<file path="src/rtl/core/ips_pkg.sv">
// ----------------------------------------------------------------------------
// Irrigation pump sequencer package
// Shared types, register indexes, command codes and reset constants.
// ----------------------------------------------------------------------------
package ips_pkg;

	localparam int CFG_W     = 24;
	localparam int CFG_IDX_W = 2;
	localparam int MOIST_W   = 10;
	localparam int CMD_W     = 2;
	localparam int SUM_W     = CFG_W + 2;

	// Watering is wanted below 0.90 of the target, compared as a ratio.
	localparam int MOIST_NUM = 9;
	localparam int MOIST_DEN = 10;
	localparam int PROD_W    = MOIST_W + 4;

	localparam logic [CFG_W-1:0] CHECK_INTERVAL_RST = 24'd1000;
	localparam logic [CFG_W-1:0] PUMP_DURATION_RST  = 24'd5000;
	localparam logic [CFG_W-1:0] FERT_INTERVAL_RST  = 24'd60000;
	localparam logic [CFG_W-1:0] FERT_DURATION_RST  = 24'd3500;

	typedef enum logic [CFG_IDX_W-1:0] {
		REG_CHECK_INTERVAL = 2'd0,
		REG_PUMP_DURATION  = 2'd1,
		REG_FERT_INTERVAL  = 2'd2,
		REG_FERT_DURATION  = 2'd3
	} reg_idx_t;

	typedef enum logic [CMD_W-1:0] {
		CMD_TICK       = 2'd0,
		CMD_CALIBRATE  = 2'd1,
		CMD_TEST_WATER = 2'd2,
		CMD_TEST_FERT  = 2'd3
	} cmd_t;

	typedef struct packed {
		logic [CFG_W-1:0] check_interval_ms;
		logic [CFG_W-1:0] pump_duration_ms;
		logic [CFG_W-1:0] fert_interval_ms;
		logic [CFG_W-1:0] fert_duration_ms;
	} cfg_t;

	typedef struct packed {
		logic [MOIST_W-1:0] moisture;
		logic               water_tank_low;
		logic               fert_tank_low;
		logic [CMD_W-1:0]   command;
	} item_t;

	typedef struct packed {
		logic fert;
		logic mix;
		logic water;
	} pumps_t;

	typedef struct packed {
		logic [MOIST_W-1:0] target;
		logic               testing_water;
		logic               testing_fert;
		pumps_t             pumps;
	} ctrl_t;

endpackage

</file>
<file path="src/rtl/core/ips_if.sv">
// ----------------------------------------------------------------------------
// Irrigation pump sequencer channels
// Valid/ready channels for tick items and for pump state results.
// ----------------------------------------------------------------------------
interface ips_in_if;
	logic                        valid;
	logic                        ready;
	logic [ips_pkg::MOIST_W-1:0] moisture;
	logic                        water_tank_low;
	logic                        fert_tank_low;
	logic [ips_pkg::CMD_W-1:0]   command;

	modport source(output valid, output moisture, output water_tank_low,
		output fert_tank_low, output command, input ready);
	modport sink(input valid, input moisture, input water_tank_low,
		input fert_tank_low, input command, output ready);
endinterface

interface ips_out_if;
	logic valid;
	logic ready;
	logic water_pump_on;
	logic mix_pump_on;
	logic fert_pump_on;

	modport source(output valid, output water_pump_on, output mix_pump_on,
		output fert_pump_on, input ready);
	modport sink(input valid, input water_pump_on, input mix_pump_on,
		input fert_pump_on, output ready);
endinterface

</file>
<file path="src/rtl/core/ips_step.sv">
// ----------------------------------------------------------------------------
// Irrigation pump sequencer tick logic
// Computes the next sequencer state for one millisecond tick.
// ----------------------------------------------------------------------------
module ips_step #(
	parameter int TIME_BITS = 32
) (
	input  ips_pkg::cfg_t          cfg,
	input  ips_pkg::item_t         item,
	input  ips_pkg::ctrl_t         ctrl,
	input  logic [TIME_BITS-1:0]   now,
	input  logic [TIME_BITS-1:0]   fert_start,
	input  logic [TIME_BITS-1:0]   pump_start,
	input  logic [TIME_BITS-1:0]   test_start,
	output ips_pkg::ctrl_t         ctrl_nx,
	output logic [TIME_BITS-1:0]   fert_start_nx,
	output logic [TIME_BITS-1:0]   pump_start_nx,
	output logic [TIME_BITS-1:0]   test_start_nx
);
	import ips_pkg::*;

	localparam int CMP_W = (TIME_BITS > SUM_W) ? TIME_BITS : SUM_W;

	logic [TIME_BITS-1:0] d_fert_raw, d_pump_raw, d_test_raw;
	logic [CMP_W-1:0]     d_fert, d_pump, d_test;
	logic [CMP_W-1:0]     fert_iv, fert_end, fert_dur;
	logic [CMP_W-1:0]     chk_iv, water_end, mix_end, pump_dur, pump_dur2;
	logic [PROD_W-1:0]    moist_scaled, target_scaled;
	logic                 want_water;
	pumps_t               p;
	logic                 tw, tf;

	assign d_fert_raw = now - fert_start;
	assign d_pump_raw = now - pump_start;
	assign d_fert     = CMP_W'(d_fert_raw);
	assign d_pump     = CMP_W'(d_pump_raw);

	assign fert_iv   = CMP_W'(cfg.fert_interval_ms);
	assign fert_dur  = CMP_W'(cfg.fert_duration_ms);
	assign fert_end  = fert_iv + fert_dur;
	assign chk_iv    = CMP_W'(cfg.check_interval_ms);
	assign pump_dur  = CMP_W'(cfg.pump_duration_ms);
	assign pump_dur2 = pump_dur + pump_dur;
	assign water_end = chk_iv + pump_dur;
	assign mix_end   = chk_iv + pump_dur2;

	assign moist_scaled  = PROD_W'(item.moisture) * PROD_W'(MOIST_DEN);
	assign target_scaled = PROD_W'(ctrl.target) * PROD_W'(MOIST_NUM);
	assign want_water    = (moist_scaled < target_scaled) && !item.water_tank_low;

	always_comb begin
		test_start_nx = test_start;
		if (item.command inside {CMD_TEST_WATER, CMD_TEST_FERT}) begin
			test_start_nx = now;
		end
	end

	assign d_test_raw = now - test_start_nx;
	assign d_test     = CMP_W'(d_test_raw);

	always_comb begin
		p             = ctrl.pumps;
		tw            = ctrl.testing_water;
		tf            = ctrl.testing_fert;
		fert_start_nx = fert_start;
		pump_start_nx = pump_start;
		ctrl_nx       = ctrl;

		if (d_fert >= fert_iv && !item.fert_tank_low) begin
			p.fert = 1'b1;
			if (d_fert >= fert_end) begin
				p.fert        = 1'b0;
				fert_start_nx = now;
			end
		end else if (!ctrl.testing_fert) begin
			p.fert = 1'b0;
		end

		if (d_pump >= chk_iv) begin
			if (want_water) begin
				p.water = 1'b1;
				if (d_pump >= water_end) begin
					p.water = 1'b0;
					p.mix   = 1'b1;
					if (d_pump >= mix_end) begin
						p.mix         = 1'b0;
						pump_start_nx = now;
					end
				end
			end else begin
				p.water       = 1'b0;
				p.mix         = 1'b0;
				pump_start_nx = now;
			end
		end

		case (cmd_t'(item.command))
			CMD_CALIBRATE: begin
				ctrl_nx.target = item.moisture;
			end
			CMD_TEST_WATER: begin
				tw = 1'b1;
			end
			CMD_TEST_FERT: begin
				tf = 1'b1;
			end
			default: begin
			end
		endcase

		if (tw) begin
			p.water = 1'b1;
			if (d_test >= pump_dur) begin
				p.water = 1'b0;
				p.mix   = 1'b1;
				if (d_test >= pump_dur2) begin
					p.mix = 1'b0;
					tw    = 1'b0;
				end
			end
		end
		if (tf) begin
			p.fert = 1'b1;
			if (d_test >= fert_dur) begin
				p.fert = 1'b0;
				tf     = 1'b0;
			end
		end

		ctrl_nx.pumps         = p;
		ctrl_nx.testing_water = tw;
		ctrl_nx.testing_fert  = tf;
	end

endmodule

</file>
<file path="src/rtl/core/irrigation_pump_sequencer_core.sv">
// ----------------------------------------------------------------------------
// Irrigation pump sequencer core
// Runs fertilizer dosing, watering and pump tests once per millisecond tick.
// ----------------------------------------------------------------------------
// A tick's pump state is registered and offered after the tick leaves the tick register.
// Throughput: one tick per cycle while results are taken; the tick register and
// the pump state register let a new tick be taken while a result waits to be taken.
// Reset: clock, timestamps, target and test flags clear, pumps off, and
// the configuration registers return to their default values.
module irrigation_pump_sequencer_core #(
	parameter int TIME_BITS = 32
) (
	input  logic                             clk,
	input  logic                             arst_n,
	input  logic                             cfg_we,
	input  logic [ips_pkg::CFG_IDX_W-1:0]    cfg_index,
	input  logic [ips_pkg::CFG_W-1:0]        cfg_data,
	ips_in_if.sink                           in_ch,
	ips_out_if.source                        out_ch
);
	import ips_pkg::*;

	cfg_t                 cfg_q;
	item_t                item_s1;
	logic                 valid_s1;
	logic                 out_valid_q;
	logic                 advance;
	ctrl_t                ctrl_q, ctrl_nx;
	logic [TIME_BITS-1:0] now_q;
	logic [TIME_BITS-1:0] fert_start_q, pump_start_q, test_start_q;
	logic [TIME_BITS-1:0] fert_start_nx, pump_start_nx, test_start_nx;

	always_ff @(posedge clk or negedge arst_n) begin
		if (!arst_n) begin
			cfg_q.check_interval_ms <= CHECK_INTERVAL_RST;
			cfg_q.pump_duration_ms  <= PUMP_DURATION_RST;
			cfg_q.fert_interval_ms  <= FERT_INTERVAL_RST;
			cfg_q.fert_duration_ms  <= FERT_DURATION_RST;
		end else if (cfg_we) begin
			case (reg_idx_t'(cfg_index))
				REG_CHECK_INTERVAL: cfg_q.check_interval_ms <= cfg_data;
				REG_PUMP_DURATION:  cfg_q.pump_duration_ms  <= cfg_data;
				REG_FERT_INTERVAL:  cfg_q.fert_interval_ms  <= cfg_data;
				REG_FERT_DURATION:  cfg_q.fert_duration_ms  <= cfg_data;
				default: begin
				end
			endcase
		end
	end

	assign advance      = valid_s1 && (!out_valid_q || out_ch.ready);
	assign in_ch.ready  = !valid_s1 || advance;

	always_ff @(posedge clk or negedge arst_n) begin
		if (!arst_n) begin
			valid_s1 <= 1'b0;
		end else if (in_ch.ready) begin
			valid_s1 <= in_ch.valid;
		end
	end

	always_ff @(posedge clk) begin
		if (in_ch.valid && in_ch.ready) begin
			item_s1.moisture       <= in_ch.moisture;
			item_s1.water_tank_low <= in_ch.water_tank_low;
			item_s1.fert_tank_low  <= in_ch.fert_tank_low;
			item_s1.command        <= in_ch.command;
		end
	end

	ips_step #(
		.TIME_BITS(TIME_BITS)
	) u_step (
		.cfg           (cfg_q),
		.item          (item_s1),
		.ctrl          (ctrl_q),
		.now           (now_q),
		.fert_start    (fert_start_q),
		.pump_start    (pump_start_q),
		.test_start    (test_start_q),
		.ctrl_nx       (ctrl_nx),
		.fert_start_nx (fert_start_nx),
		.pump_start_nx (pump_start_nx),
		.test_start_nx (test_start_nx)
	);

	always_ff @(posedge clk or negedge arst_n) begin
		if (!arst_n) begin
			ctrl_q       <= '0;
			now_q        <= '0;
			fert_start_q <= '0;
			pump_start_q <= '0;
			test_start_q <= '0;
		end else if (advance) begin
			ctrl_q       <= ctrl_nx;
			now_q        <= now_q + TIME_BITS'(1);
			fert_start_q <= fert_start_nx;
			pump_start_q <= pump_start_nx;
			test_start_q <= test_start_nx;
		end
	end

	always_ff @(posedge clk or negedge arst_n) begin
		if (!arst_n) begin
			out_valid_q <= 1'b0;
		end else if (advance) begin
			out_valid_q <= 1'b1;
		end else if (out_ch.ready) begin
			out_valid_q <= 1'b0;
		end
	end

	assign out_ch.valid         = out_valid_q;
	assign out_ch.water_pump_on = ctrl_q.pumps.water;
	assign out_ch.mix_pump_on   = ctrl_q.pumps.mix;
	assign out_ch.fert_pump_on  = ctrl_q.pumps.fert;

	a_clock_steps: assert property (@(posedge clk) disable iff (!arst_n)
		advance |=> now_q == $past(now_q) + TIME_BITS'(1))
		else $error("millisecond clock did not step with a tick");

	a_state_holds: assert property (@(posedge clk) disable iff (!arst_n)
		!advance |=> $stable(now_q) && $stable(ctrl_q) && $stable(test_start_q))
		else $error("sequencer state changed without a tick");

	a_fert_test_cause: assert property (@(posedge clk) disable iff (!arst_n)
		$rose(ctrl_q.testing_fert) |-> $past(cmd_t'(item_s1.command) == CMD_TEST_FERT))
		else $error("fertilizer test started without its command");

	a_no_result_loss: assert property (@(posedge clk) disable iff (!arst_n)
		(out_valid_q && !out_ch.ready) |-> !advance)
		else $error("pending result overwritten");

endmodule

</file>
<file path="src/flat_wrapper.sv">
// flat-port wrapper written by rule: the top's interface ports become plain ports
module irrigation_pump_sequencer_core_flat import ips_pkg::*;
#(
	parameter int TIME_BITS = 32
)
  (clk, arst_n, cfg_we, cfg_index, cfg_data, in_ch_valid, in_ch_moisture, in_ch_water_tank_low, in_ch_fert_tank_low, in_ch_command, in_ch_ready, out_ch_valid, out_ch_water_pump_on, out_ch_mix_pump_on, out_ch_fert_pump_on, out_ch_ready);
  ips_in_if in_ch_i ();
  ips_out_if out_ch_i ();
  input  logic clk;
  input  logic arst_n;
  input  logic cfg_we;
  input  logic [ips_pkg::CFG_IDX_W-1:0] cfg_index;
  input  logic [ips_pkg::CFG_W-1:0] cfg_data;
  input wire logic [$bits(in_ch_i.valid)-1:0] in_ch_valid;
  input wire logic [$bits(in_ch_i.moisture)-1:0] in_ch_moisture;
  input wire logic [$bits(in_ch_i.water_tank_low)-1:0] in_ch_water_tank_low;
  input wire logic [$bits(in_ch_i.fert_tank_low)-1:0] in_ch_fert_tank_low;
  input wire logic [$bits(in_ch_i.command)-1:0] in_ch_command;
  output wire logic [$bits(in_ch_i.ready)-1:0] in_ch_ready;
  output wire logic [$bits(out_ch_i.valid)-1:0] out_ch_valid;
  output wire logic [$bits(out_ch_i.water_pump_on)-1:0] out_ch_water_pump_on;
  output wire logic [$bits(out_ch_i.mix_pump_on)-1:0] out_ch_mix_pump_on;
  output wire logic [$bits(out_ch_i.fert_pump_on)-1:0] out_ch_fert_pump_on;
  input wire logic [$bits(out_ch_i.ready)-1:0] out_ch_ready;
  assign in_ch_i.valid = in_ch_valid;
  assign in_ch_i.moisture = in_ch_moisture;
  assign in_ch_i.water_tank_low = in_ch_water_tank_low;
  assign in_ch_i.fert_tank_low = in_ch_fert_tank_low;
  assign in_ch_i.command = in_ch_command;
  assign in_ch_ready = in_ch_i.ready;
  assign out_ch_valid = out_ch_i.valid;
  assign out_ch_water_pump_on = out_ch_i.water_pump_on;
  assign out_ch_mix_pump_on = out_ch_i.mix_pump_on;
  assign out_ch_fert_pump_on = out_ch_i.fert_pump_on;
  assign out_ch_i.ready = out_ch_ready;
  irrigation_pump_sequencer_core #(.TIME_BITS(TIME_BITS)) u_core (.clk(clk), .arst_n(arst_n), .cfg_we(cfg_we), .cfg_index(cfg_index), .cfg_data(cfg_data), .in_ch(in_ch_i), .out_ch(out_ch_i));
endmodule
</file>
<file path="config.mk">
export PLATFORM = sky130hd
export DESIGN_NAME = irrigation_pump_sequencer_core_flat
export DESIGN_NICKNAME = d
export VERILOG_FILES = /design/src/rtl/core/ips_pkg.sv /design/src/rtl/core/ips_if.sv /design/src/rtl/core/ips_step.sv /design/src/rtl/core/irrigation_pump_sequencer_core.sv /design/src/flat_wrapper.sv
export SDC_FILE = /design/constraint.sdc
export NUM_CORES = 1
export LEC_CHECK = 0
export BUFFER_PORTS_ARGS = -buffer_cell sky130_fd_sc_hd__clkbuf_2
export CORE_MARGIN = 4
export CORE_UTILIZATION = 50
export DETAILED_ROUTE_END_ITERATION = 8
export MAX_ROUTING_LAYER = met4
export PLACE_DENSITY = 0.8
export RECOVER_POWER = 50
export SLEW_MARGIN = 40
export SYNTH_ARGS = -nofsm -noshare
export SYNTH_HDL_FRONTEND = slang
export SYNTH_SLANG_ARGS = --single-unit
</file>
<file path="constraint.sdc">
create_clock -name clk -period 5.7 [get_ports clk]
set_clock_uncertainty 0.1 [all_clocks]
set_input_delay 0.57 -clock clk [delete_from_list [all_inputs] [get_ports clk]]
set_output_delay 0.57 -clock clk [all_outputs]
set_load 0.01 [all_outputs]
</file>
==> results of run 1 <==
report_power, final:
| part | switching [W] | internal (W) |
|---|---|---|
| combinational | 0.00652 | 0.00530 |
| sequential | 0.000232 | 0.00209 |
| clock | 0.000763 | 0.00112 |
cell usage after synthesis (all sizes together), types with 5 or more instances:
cell type  count  area, sq um
a2111oi       11          129
a211o          9         78.8
a211oi        23          178
a21o         105          788
a21oi        194          971
a221o          5         50.1
a31oi         21          131
and2          13         81.3
and3          15         93.8
and4           7         61.3
buf           14         88.8
clkbuf        32          121
dfrtp        216         5410
dfstp         25          657
edfxtp        14          420
fa             8          160
ha           404         5050
inv          237          890
mux2         149         1790
mux2i         37          370
nand2        178          671
nand2b        34          213
nand3         61          305
nand4         32          200
nor2         103          387
nor2b         35          219
nor3          30          150
nor4          10         62.6
o2111ai        8         70.1
o211ai        21          163
o21a          29          218
o21ai        177          890
o21bai        21          158
o22ai          5         31.3
o31a           6         52.6
o31ai          8         60.1
or2           12         75.1
or3           10         62.6
or4            5         41.3
xnor2         96          841
xor2          76          666
logic make-up after synthesis:
family | Yosys count | synth area share
compound gates | 679 | 0.183
xor+xnor | 172 | 0.0640
fa+ha+maj | 412 | 0.221
buf+inv | 283 | 0.0467
flops | 255 | 0.275
mux | 186 | 0.0917
simple gates | 563 | 0.118
worst max-delay path, stage by stage (launching register included):
cell	delay, ns
dfrtp_1	0.43
buf_6	0.14
ha_4	0.15
fa_2	0.34
a21o_1	0.19
a21oi_2	0.14
o21bai_1	0.09
a21oi_2	0.18
o21bai_2	0.10
a21oi_2	0.19
a21oi_2	0.10
buf_4	0.17
a2111oi_1	0.40
o21bai_1	0.19
a21oi_2	0.19
xor2_1	0.17
ha_1	0.26
o21ai_0	0.09
a21oi_1	0.05
or4_1	0.48
a211o_1	0.33
a2111oi_2	0.31
buf_4	0.18
nand2b_4	0.15
buf_4	0.13
buf_12	0.15
mux2_4	0.31
flip-flops by register name, summed over array words and instances, names as in the netlist:
register	cells
u_core.fert_start_q	32
u_core.out_ch.water_pump_on	1
u_core.test_start_q	32
u_core.item_s1	14
u_core.pump_start_q	32
u_core.out_ch.fert_pump_on	1
u_core.now_q	32
u_core.out_ch.valid	1
u_core.cfg_q	96
u_core.valid_s1	1
u_core.out_ch.mix_pump_on	1
u_core.ctrl_q	12
layout make-up:
cell class | instances | share of cell area
repair buffers | 162 | 0.0452
multi-input cells | 2012 | 0.612
well taps | 607 | 0.0286
inverters | 237 | 0.0335
diodes | 2 | 0.000188
flip-flops and latches | 255 | 0.244
clock inverters | 13 | 0.00589
clock buffers | 39 | 0.0302
layer usage:
metal / GRT usage / vias to the layer above / routed length [um]
li1: - / 9527 / -
met1: 0.321 / 9548 / 27800
met2: 0.410 / 498 / 29200
met3: 0.0188 / 151 / 2450
met4: 0.0945 / 0 / 2680
met5: - / - / 0
per-stage QoR:
| stage | instance area (sq um) | util | total power (W) |
|---|---|---|---|
| after floorplan | 23600 | - | 0.0104 |
| after global placement | 25100 | 0.538 | 0.0130 |
| after detailed placement | 25100 | 0.538 | 0.0135 |
| after CTS | 26400 | 0.567 | 0.0158 |
| after global routing | 26600 | 0.571 | 0.0176 |
| final | 26600 | 0.571 | 0.0160 |
what timing repair did:
| action | 4_1_cts | 5_1_grt |
|---|---|---|
| endpoints found under the hold margin | 31 | 0 |
| resized for setup | 56 | 33 |
| cloned | 3 | 0 |
| setup buffers | 11 | 12 |
| setup endpoints to repair | 34 | 69 |
| hold buffers | 1 | 0 |
| pin swaps | 15 | 17 |
how the worst max path moves through the flow:
stage                      from                 endpoint  depth (start not counted)
6_report       u_core.cfg_q[48]  u_core.pump_start_q[19]                         26
4_1_cts        u_core.cfg_q[48]  u_core.pump_start_q[26]                         29
3_3_place_gp   u_core.cfg_q[48]   u_core.pump_start_q[1]                         27
3_5_place_dp   u_core.cfg_q[48]  u_core.pump_start_q[14]                         27
5_1_grt        u_core.cfg_q[48]   u_core.pump_start_q[2]                         29
2_1_floorplan  u_core.cfg_q[48]  u_core.pump_start_q[10]                         27
==> run metrics, run 1 <==
status finished with violations; failing checks max-capacitance violations, max-slew violations, negative setup slack; Yosys reg bits 255; FF-to-FF path depth 26; worst setup margin -0.150 ns; die area 50600 sq um; post-route minimum period 5.85 ns; Max VDD drop 0.264 mV; Slew @ Worst Pin 3.04 ns; vias per cell 5.93; router iterations before antenna repair 6; fraction of layout cells with a size suffix above 1 0.159; DRC Markers 0; most frequent cells in the layout ha_1 (402), inv_1 (236), dfrtp_1 (215); Setup CP Type reg -> reg; RD Place Congestion 0.983; Worst R2R End u_core.pump_start_q[19]; non-filler cells, final 3327; MaxCap Viol Count 5; fmax 171 MHz; CP endpoint kind register; worst hold stages 1; CP startpoint kind register; global-route wire length before repair 101000 um; PwrDens 603 nW/um^2; most common cell after layout, fill and taps aside ha_1; crit path DAT 6.18 ns; Final Hold Viols 0; area occupied by multi-input gates 16300 sq um; Worst R2R Start u_core.cfg_q[48]; fraction of registers with async set/reset 0.945; Inst Count DP 3246; Port Buffer Count 49; Hold Slack 0.0790 ns; H-tree lvl count 1; initial core utilization 0.506; initial antenna violation count 2; largest net degree at the start of global routing 142; Place WS -0.585 ns; setup TNS -4.09 ns; Reg2Reg Setup Slack -0.15 ns; yosys warns 0; Root Driver clkbuf_16; Reg area 6480 sq um; Total Routing Usage GR 0.248; final WL 62200 um; Syn Std Cell Area 23600 sq um; Vias 19.7k; worst-skew pair later-pin latency 0.56 ns; Max Root-Sink Buffers 3; RSZ-0062 raised after global routing yes; area grow syn2layout 12.8%; # rows 79; CTS tree done; Fill cells 3793; Hold WC Path Type in -> reg; Slew HR -1.03; Die W 225 um; WL/cell 18.7 um; vias in the first global route 20.0k; number of nets with antenna violations after routing 0; Slew Limit Fails 242; Crit Path Max Fanout 8; Iter 0 DRT Violations 1390; CTS Buf Count 28; dpl hpwl 48300 um; Clock Sinks 255; Netlist cell types 84; top_reg_cell synth dfrtp_1; hold_sp in_ch_moisture[2]; Die H 225 um; WP data required 6.03 ns; core box area 46600 sq um; Tcrit/Tclk final 1.03; hold worst-path end u_core.item_s1[6]; clock-pin slew on the worst setup and hold paths 0.06 ns; syn avg cell area 9.24 sq um; sequential share of the synthesized area 0.275; leakage 13.2 nW; Congestion Overflow GR 0; Syn Nets 3007; Post-synth EDFFs 14; Cells after Synth 2550; Final nets 3153; I/O pin count 50; final setup vio count 32
(Power assumes the default switching activity.)
==> run 2: changes to the inputs <==
Settings changed: GPL_TIMING_DRIVEN from default to 0.
==> run 2 against run 1 <==
  * The run still ends with max-capacitance violations, max-slew violations, negative setup slack left
  * Combinational power barely moved
  * Cell count fell by 0.84%
  * Routed wire length rose by 2.8%
  * Register-to-register slack got worse by 0.08 ns
  * Via count rose by 0.77%
  * Global-route usage rose by 0.42 points
  * Sequential cell count did not move
  * Final area barely moved
  * Worst setup slack got worse by 0.078 ns
  * Largest cell class unchanged
  * Largest power group unchanged
  * Highest routed layer unchanged
==> run metrics, run 2 (synthesis results as in run 1) <==
status finished with violations (unchanged); failing checks max-capacitance violations, max-slew violations, negative setup slack (unchanged); Combinational Power Share 0.735 (was 0.738); Tcrit/Tclk final 1.04 (was 1.03); most common cell after layout, fill and taps aside ha_1 (unchanged); # rows 79 (unchanged); core box area 46600 sq um (unchanged); sequential share of power 0.147 (was 0.145); Worst R2R Start u_core.now_q[1] (was u_core.cfg_q[48]); largest stage delay on the critical path 0.58 ns (was 0.48 ns); Die W 225 um (unchanged); Max Root-Sink Buffers 3 (unchanged); worst-skew pair later-pin latency 0.56 ns (about the same); fraction of layout cells with a size suffix above 1 0.156 (was 0.159); Hold WC Path Type in -> reg (unchanged); max reg flops 96 (unchanged); MaxCap Viol Count 3 (was 5); CP endpoint kind register (unchanged); post-route cell area 26600 sq um (about the same); Core Util, Final 0.570 (was 0.571); number of nets with antenna violations after routing 0 (unchanged); CP cell instances ha_1, nor2b_1, o31a_1, o31ai_2, a211oi_1, o211ai_1, nand2_1, a21oi_1, xnor2_2, ha_1, a21oi_1, nor2b_1, o21ai_1, nand2b_1, a221o_1, a31oi_4, o211a_1, o22ai_2, a2111oi_4, nand2b_4, buf_12, buf_6, buf_16, mux2_4; Total Routing Usage GR 0.252 (was 0.248); worst setup margin -0.227 ns (was -0.150 ns); clock power share 0.118 (about the same); Clock Sinks 255 (unchanged); Reg2Reg Setup Slack -0.23 ns (was -0.15 ns); P_int 0.00847 W (was 0.00852 W); Vias 19.9k (was 19.7k); router iterations before antenna repair 7 (was 6); Switch Pwr 0.00781 W (was 0.00752 W); RD Place Congestion 0.905 (was 0.983); CTS tree done (unchanged); DP Area 24700 sq um (was 25100 sq um); DRC Markers 0 (unchanged); Root Driver clkbuf_16 (unchanged); initial core utilization 0.506 (unchanged); dpl hpwl 49300 um (was 48300 um); Die H 225 um (unchanged); PwrDens 613 nW/um^2 (was 603 nW/um^2); Net Sw Frac 0.480 (was 0.469); Crit Path Max Fanout 13 (was 8); Worst R2R End u_core.pump_start_q[23] (was u_core.pump_start_q[19]); Max VDD drop 0.240 mV (was 0.264 mV); FF-to-FF path depth 24 (was 26); final setup vio count 32 (unchanged); Congestion Overflow GR 0 (unchanged); H-tree lvl count 1 (unchanged); vias in the first global route 20.2k (was 20.0k); area grow syn2layout 12.7% (was 12.8%); CP bufs+invs 3 (was 5); most frequent cells in the layout ha_1 (401), inv_1 (233), dfrtp_1 (209) (was ha_1 (402), inv_1 (236), dfrtp_1 (215)); I/O pin count 50 (unchanged); cell count along the critical path 24 (was 26); most flop-heavy register u_core.cfg_q (unchanged); largest net degree at the start of global routing 71 (was 142); Setup CP Type reg -> reg (unchanged); worst hold stages 1 (unchanged); fmax 169 MHz (was 171 MHz); WL/cell 19.4 um (was 18.7 um); CTS Buf Count 27 (was 28); RSZ-0062 raised after global routing yes (unchanged); final WL 63900 um (was 62200 um); Slew HR -0.901 (was -1.03); clock-pin slew on the worst setup and hold paths 0.07 ns (was 0.06 ns); initial antenna violation count 1 (was 2); Port Buffer Count 49 (unchanged); CP startpoint kind register (unchanged); vias per cell 6.02 (was 5.93); global-route wire length before repair 101000 um (about the same); crit path DAT 6.27 ns (was 6.18 ns); Iter 0 DRT Violations 1519 (was 1390); Final nets 3127 (was 3153); Slew @ Worst Pin 2.85 ns (was 3.04 ns); hold worst-path end u_core.item_s1[1] (was u_core.item_s1[6]); hold_sp in_ch_command[1] (was in_ch_moisture[2]); post-route minimum period 5.93 ns (was 5.85 ns); leakage 13.1 nW (was 13.2 nW); die area 50600 sq um (unchanged); Critical-path top delay cell dfrtp_4 (was or4_1); Final Hold Viols 0 (unchanged); CP top delay family compound AO/OA/AOI/OAI gates (unchanged); Slew Limit Fails 193 (was 242); WP data required 6.04 ns (was 6.03 ns)
run 2: layer usage:
metal	share of wire	wire length, um	vias to the layer above	global-route usage
li1	-	-	9481	-
met1	0.43	27500	9659	0.320
met2	0.48	30400	602	0.414
met3	0.057	3670	134	0.0300
met4	0.037	2390	0	0.0992
met5	0	0	-	-
run 2: how the worst max path moves through the flow:
stage	startpoint	end	slack, ns
finish	u_core.now_q[1]	u_core.pump_start_q[23]	-0.23
global route	u_core.cfg_q[48]	u_core.pump_start_q[3]	-0.43
global placement	u_core.item_s1[1]	u_core.out_ch.water_pump_on	-1.54
floorplan	u_core.cfg_q[48]	u_core.pump_start_q[10]	0.11
detailed placement	u_core.cfg_q[48]	u_core.pump_start_q[24]	-1.37
CTS	u_core.cfg_q[48]	u_core.pump_start_q[6]	-0.16
run 2: worst reg2reg max path: cells and delay by family, from the launching register on:
family,cells,cell delay (ns)
AOI/OAI and AO/OA,12,3.00
xor gates and xnor gates,1,0.21
adders and majority gates,2,0.62
buffers and inverters,3,0.39
DFF,1,0.58
muxes,1,0.29
and+or+nand+nor,5,0.60
run 2: layout make-up:
class                   count  area (sq um)
well taps                 607           759
inverters                 237           893
fillers                  3776         20000
repair buffers             92           673
diodes                      2          5.00
flip-flops and latches    255          6490
clock buffers              33           759
clock inverters            16           200
multi-input cells        2012         16500
plain buffers              45           263
run 2: per-stage QoR:
step	setup TNS [ns]	hold slack, ns	cells	total power, W	setup slack, ns
after global routing	-11.88	0.0792	3298	0.0178	-0.431
after floorplan	0	0.174	2550	0.0104	0.114
after detailed placement	-48.80	0.371	3209	0.0133	-1.37
after global placement	-229.03	0.361	3206	0.0127	-1.54
after CTS	-3.82	0.0694	3285	0.0158	-0.156
final	-5.37	0.0861	3299	0.0163	-0.227
run 2: power groups by stage:
stage | registers [W] | clock network (W) | logic [W]
after global placement | 0.00238 | 0 | 0.0103
final | 0.00239 | 0.00192 | 0.0120
after CTS | 0.00237 | 0.00194 | 0.0114
after detailed placement | 0.00240 | 0 | 0.0109
after floorplan | 0.00228 | 0 | 0.00813
after global routing | 0.00242 | 0.00200 | 0.0134
run 2: repair_timing:
action / 4_1_cts / 5_1_grt
hold buffers: 1 / 0
pin swaps: 10 / 21
resized for setup: 108 / 46
buffers inserted: 23 / 15
endpoints found under the hold margin: 45 / 0
cloned: 3 / 0
setup endpoints to repair: 67 / 69
